--- src/design/mfpr_pkg.sv ---
// shared constants and helpers for the meter frame power rewriter
package mfpr_pkg;

    localparam int FRAME_LEN  = 8;
    localparam int IDX_W      = $clog2(FRAME_LEN);
    localparam int PWR_HI_POS = 4;
    localparam int PWR_LO_POS = 5;
    localparam int CHK_POS    = 7;
    localparam int CHK_BASE   = 264;

    localparam logic [15:0] OFFSET_RESET = 16'd350;
    localparam logic [15:0] ERR_MAX      = 16'hFFFF;
    localparam logic [7:0]  BYTE_MASK    = 8'hFF;

    localparam int          PADDR_W  = 3;
    localparam logic        REG_POWER_OFFSET = 1'b0;

    typedef logic [7:0] byte_t;

    function automatic byte_t frame_checksum(input byte_t hi, input byte_t lo);
        byte_t base;
        base = byte_t'(CHK_BASE);
        return (base - hi - lo) & BYTE_MASK;
    endfunction

endpackage

--- src/design/meter_frame_power_rewriter.sv ---
// meter frame collector with checksum test, power offset and frame re-emission
// latency: the eighth byte of a frame is loaded into the output buffer at its accept
//   edge; its first beat is valid the next cycle, then one per cycle unless stalled
// throughput: one byte in per cycle; a frame's eight output beats drain while the
//   next frame collects, so input stalls only if the output side stalls
// reset: byte position, error run and output buffer state clear; offset returns to 350
module meter_frame_power_rewriter (
    input  logic                         clk,
    input  logic                         rst_n,
    input  logic                         in_valid,
    output logic                         in_ready,
    input  logic [7:0]                   rx_byte,
    output logic                         out_valid,
    input  logic                         out_ready,
    output logic [7:0]                   out_byte,
    output logic                         frame_last,
    output logic                         checksum_good,
    output logic [15:0]                  bad_frames,
    input  logic                         psel,
    input  logic                         penable,
    input  logic                         pwrite,
    input  logic [mfpr_pkg::PADDR_W-1:0] paddr,
    input  logic [31:0]                  pwdata,
    output logic [31:0]                  prdata,
    output logic                         pready
);

    localparam logic [mfpr_pkg::IDX_W-1:0] LAST_IDX = mfpr_pkg::IDX_W'(mfpr_pkg::FRAME_LEN - 1);

    mfpr_pkg::byte_t                collect_reg [mfpr_pkg::FRAME_LEN-1];
    logic [mfpr_pkg::IDX_W-1:0]     idx_reg, idx_next;
    logic [15:0]                    err_reg, err_next;
    logic [15:0]                    offset_reg;

    mfpr_pkg::byte_t                obuf_reg  [mfpr_pkg::FRAME_LEN];
    mfpr_pkg::byte_t                obuf_load [mfpr_pkg::FRAME_LEN];
    logic                           busy_reg, busy_next;
    logic [mfpr_pkg::IDX_W-1:0]     opos_reg, opos_next;
    logic                           good_reg, good_next;

    logic                           in_beat, out_beat, frame_end, buf_free, load;
    logic                           good;
    logic [15:0]                    pwr_sum;
    mfpr_pkg::byte_t                new_chk;

    assign pready   = 1'b1;
    assign prdata   = (paddr[2] == mfpr_pkg::REG_POWER_OFFSET) ? {16'd0, offset_reg} : 32'd0;

    assign out_beat  = out_valid && out_ready;
    assign buf_free  = !busy_reg || (out_beat && opos_reg == LAST_IDX);
    assign in_ready  = (idx_reg != LAST_IDX) || buf_free;
    assign in_beat   = in_valid && in_ready;
    assign frame_end = in_beat && idx_reg == LAST_IDX;
    assign load      = frame_end;

    // frame check uses the stored power bytes and the arriving checksum byte
    assign good    = rx_byte == mfpr_pkg::frame_checksum(collect_reg[mfpr_pkg::PWR_HI_POS],
                                                         collect_reg[mfpr_pkg::PWR_LO_POS]);
    assign pwr_sum = {collect_reg[mfpr_pkg::PWR_HI_POS], collect_reg[mfpr_pkg::PWR_LO_POS]}
                     + offset_reg;
    assign new_chk = mfpr_pkg::frame_checksum(pwr_sum[15:8], pwr_sum[7:0]);

    always_comb
    begin
        for (int k = 0; k < mfpr_pkg::FRAME_LEN - 1; k++)
        begin
            obuf_load[k] = collect_reg[k];
        end
        obuf_load[mfpr_pkg::CHK_POS] = rx_byte;
        if (good)
        begin
            obuf_load[mfpr_pkg::PWR_HI_POS] = pwr_sum[15:8];
            obuf_load[mfpr_pkg::PWR_LO_POS] = pwr_sum[7:0];
            obuf_load[mfpr_pkg::CHK_POS]    = new_chk;
        end
    end

    always_comb
    begin
        idx_next  = idx_reg;
        err_next  = err_reg;
        busy_next = busy_reg;
        opos_next = opos_reg;
        good_next = good_reg;
        if (in_beat)
        begin
            idx_next = (idx_reg == LAST_IDX) ? '0 : idx_reg + 1'b1;
        end
        if (out_beat)
        begin
            opos_next = opos_reg + 1'b1;
            if (opos_reg == LAST_IDX)
            begin
                busy_next = 1'b0;
            end
        end
        if (load)
        begin
            busy_next = 1'b1;
            opos_next = '0;
            good_next = good;
            if (good)
            begin
                err_next = '0;
            end
            else if (err_reg != mfpr_pkg::ERR_MAX)
            begin
                err_next = err_reg + 1'b1;
            end
        end
    end

    always_ff @(posedge clk or negedge rst_n)
    begin
        if (!rst_n)
        begin
            idx_reg    <= '0;
            err_reg    <= '0;
            busy_reg   <= 1'b0;
            opos_reg   <= '0;
            good_reg   <= 1'b0;
            offset_reg <= mfpr_pkg::OFFSET_RESET;
        end
        else
        begin
            idx_reg  <= idx_next;
            err_reg  <= err_next;
            busy_reg <= busy_next;
            opos_reg <= opos_next;
            good_reg <= good_next;
            if (psel && penable && pwrite && pready
                && paddr[2] == mfpr_pkg::REG_POWER_OFFSET)
            begin
                offset_reg <= pwdata[15:0];
            end
        end
    end

    // payload: collection bytes and the output shift line
    always_ff @(posedge clk)
    begin
        if (in_beat && idx_reg != LAST_IDX)
        begin
            collect_reg[idx_reg] <= rx_byte;
        end
        if (load)
        begin
            obuf_reg <= obuf_load;
        end
        else if (out_beat)
        begin
            for (int k = 0; k < mfpr_pkg::FRAME_LEN - 1; k++)
            begin
                obuf_reg[k] <= obuf_reg[k + 1];
            end
        end
    end

    assign out_valid     = busy_reg;
    assign out_byte      = obuf_reg[0];
    assign frame_last    = opos_reg == LAST_IDX;
    assign checksum_good = good_reg;
    assign bad_frames    = err_reg;

endmodule

--- config.mk ---
export PLATFORM = sky130hd
export DESIGN_NAME = meter_frame_power_rewriter
export DESIGN_NICKNAME = d
export VERILOG_FILES = /design/src/design/mfpr_pkg.sv /design/src/design/meter_frame_power_rewriter.sv
export SDC_FILE = /design/constraint.sdc
export NUM_CORES = 1
export LEC_CHECK = 0
export BUFFER_PORTS_ARGS = -buffer_cell sky130_fd_sc_hd__buf_2
export CAP_MARGIN = 20
export CORE_UTILIZATION = 50
export DETAILED_ROUTE_END_ITERATION = 12
export PLACE_DENSITY = 0.71
export SKIP_LAST_GASP = 1
export SYNTH_ARGS = -nofsm -noshare
export SYNTH_HDL_FRONTEND = slang
export SYNTH_SLANG_ARGS = --single-unit
export TNS_END_PERCENT = 100
--- constraint.sdc ---
create_clock -name clk -period 4.9 [get_ports clk]
set_input_delay 0.735 -clock clk [delete_from_list [all_inputs] [get_ports clk]]
set_output_delay 0.735 -clock clk [all_outputs]
set_load 0.02 [all_outputs]
==> metrics.cfg <==
[logic_synthesis]
synth_area_mm2 = 0.008180
synthDistinctLibCells = 53
ys_ff_latch = 160
synthArstFlopShare_pct = 25.00
yosys_warnings = 0
yosysSeqAreaShare_pct = 56.38
syn_inst = 727
synth_edf_count = 120
syn_area_per_cell_um2 = 11.25
synth_flop_cell = edfxtp_1

[sta]
setup_violations = 0
setup_ws_ps = 599.6
max_slew_margin_pct = 33.81
period_share_pct = 87.76
maxSlewViolCount = 0
fin_skew_ps = 9.742
tightest_slew_ps = 989.2
period_minus_slack_ps = 4300
rsz0062_at_grt = false
hold_viol_final = 0
fmax_mhz = 232.5
tns_ps = 0

[pwr]
leakagePower_nw = 4.022
peakVddDrop_uv = 284.6
intPower_w = 0.003251
combPwrFrac_pct = 33.3
p_per_area_mw_per_mm2 = 529.6
p_seq_share_pct = 39.8
switchingPower_w = 0.001642
switching_share_pct = 33.56
clockPowerShare_pct = 27.0

[place]
gp_congestion = 0.8654
dpl_cell_area_mm2 = 0.008656
port_buffers = 75
post-place-ws_ps = 631.2
dpl.hpwl_mm = 11.67

[floorplanning]
core_area_mm2 = 0.01594
io_pins = 111
die_w_um = 129.9
fp-row-count = 46
initial_core_util_pct = 51.31
die-height_um = 129.9
dieArea_mm2 = 0.01688

[layout]
antenna_cells = 0
finalCoreUtilization_pct = 57.96
drive_above_1_share_pct = 18.67
finalInstanceArea_mm2 = 0.009240
final_common_cell = nand2_1
synthToLayoutAreaGrowth_pct = 12.96
nNetsFinal = 895
layout_common_cells = 163 x nand2_1, 120 x edfxtp_1, 75 x buf_2
fillers = 1357

[detailed_routing]
post_drt_wl_per_cell_um = 16.17
drc = 0
dr_total_vias = 5456
initialDrtViolationCount = 374
first_pass_iters = 5
routed_wl_mm = 16.58
ant_nets = 0
vias_per_cell = 5.323

[cts]
h-tree-depth = 4
clk_path_buf_depth = 2
cts_setup_buffers = 0
cts_root_buf = clkbuf_16
post_cts_resized = 0
cts_sinks = 160
cts_made_buffers = 17
postCtsHoldBufs = 0
clock_latency_ps = 420
cts_tree = done
clk_pin_slew_ps = 70

[worst_setup_path]
critPathKind = flip-flop to flip-flop
cp-end-kind = flip-flop
path_max_fanout = 3
cp_data_required_time_ps = 5060
cp-start-kind = flip-flop
critPathArrivalTime_ps = 4460

[min_path]
min_path_type = primary input to asynchronous set/reset pin

[global_routing]
grt_pass1_wl_mm = 26.90
grt_pass1_vias = 5320
overflow = 0
grt_antenna_before_repair = 0
grt_start_max_net_pins = 54
track_usage_pct = 21.14

[run]
cap_violations = 0

[status]
status = complete, no violations

==> Yosys cell counts, types with 5 or more instances <==
library cell / instances / area share [%]
nand2_1: 164 / 7.5
edfxtp_1: 120 / 44
ha_1: 46 / 7.0
nor2_1: 37 / 1.7
dfrtp_1: 34 / 10
a21oi_1: 29 / 1.8
inv_1: 26 / 1.2
xnor2_1: 26 / 2.8
buf_4: 25 / 2.3
mux2_2: 24 / 3.3
o21ai_0: 22 / 1.3
nor2b_1: 20 / 1.5
nand3_1: 15 / 0.92
xor2_1: 14 / 1.5
a21o_1: 13 / 1.2
clkbuf_1: 12 / 0.55
mux2i_1: 10 / 1.2
a31oi_1: 6 / 0.46
dfstp_2: 6 / 1.9
nand4_1: 6 / 0.46
o21ai_1: 6 / 0.37
or2_0: 6 / 0.46
buf_1: 5 / 0.23
==> path summary, 6_finish.rpt <==
path	start	end	slack [ps]	cells past startpoint
setup reg to reg	collect_reg[5][0]	obuf_reg[7]	600	16
setup / recovery	collect_reg[5][0]	obuf_reg[7]	600	16
hold reg to reg	checksum_good	checksum_good	500	2
max in group asynchronous	rst_n	bad_frames[12]	3840	1
hold / removal	rst_n	offset_reg[10]	460	1
min in group clk	checksum_good	checksum_good	500	2
==> metrics by stage <==
step	hold slack (ps)	total power [W]	instances
after floorplan	439.4	0.003208	742
after global placement	466.5	0.003522	993
after detailed placement	471.4	0.003596	993
after CTS	487.6	0.004923	1025
after global routing	522.0	0.005216	1025
final	464.1	0.004893	1025
==> logic make-up (layout without fill, tap and decap cells) <==
kind of cell	count (synthesis)	in the layout	synth area share [%]
compound gates	101	101	7.648
xor+xnor	41	41	4.558
fa+ha+maj	49	49	7.770
buf+inv	73	140	4.711
flops	160	160	56.38
mux	34	34	4.527
other cells	2	17	0.09181
simple gates	267	267	14.32
==> routing by layer <==
layer,GRT usage (%),routed length (um),vias up
met5,0,0,-
met2,35.77,8076,140
li1,-,-,2628
met3,3.772,662,31
met1,27.04,7455,2657
met4,8.345,382,0
==> layout make-up <==
type / instances / area, um2 / area share (%)
well taps: 216 / 270.3 / 2.925
multi-input cells: 509 / 3252 / 35.19
clock inverters: 14 / 155.1 / 1.679
flip-flops and latches: 160 / 4612 / 49.91
clock buffers: 18 / 429.2 / 4.645
repair buffers: 81 / 420.4 / 4.550
inverters: 27 / 101.3 / 1.097
==> worst max-delay path, cell delays in order (launching register included) <==
cell	delay [ps]
edfxtp_1	420
ha_1	240
fa_1	430
a211oi_1	240
nor2_1	100
o21ai_0	220
o31ai_1	150
xnor2_1	300
ha_1	320
fa_1	480
a21o_1	190
a21oi_1	230
o21bai_1	90
a21oi_1	170
xnor3_1	250
xnor2_1	140
o21ai_1	70
==> power by group through the flow <==
| stage | logic (W) | clock network [W] | registers (W) |
|---|---|---|---|
| finish | 0.00163 | 0.00132 | 0.00195 |
| global route | 0.00185 | 0.00139 | 0.00198 |
| CTS | 0.00164 | 0.00134 | 0.00195 |
| detailed placement | 0.00162 | 0 | 0.00198 |
| global placement | 0.00156 | 0 | 0.00196 |
| floorplan | 0.00126 | 0 | 0.00195 |
Power figures use the tool's default switching activity.
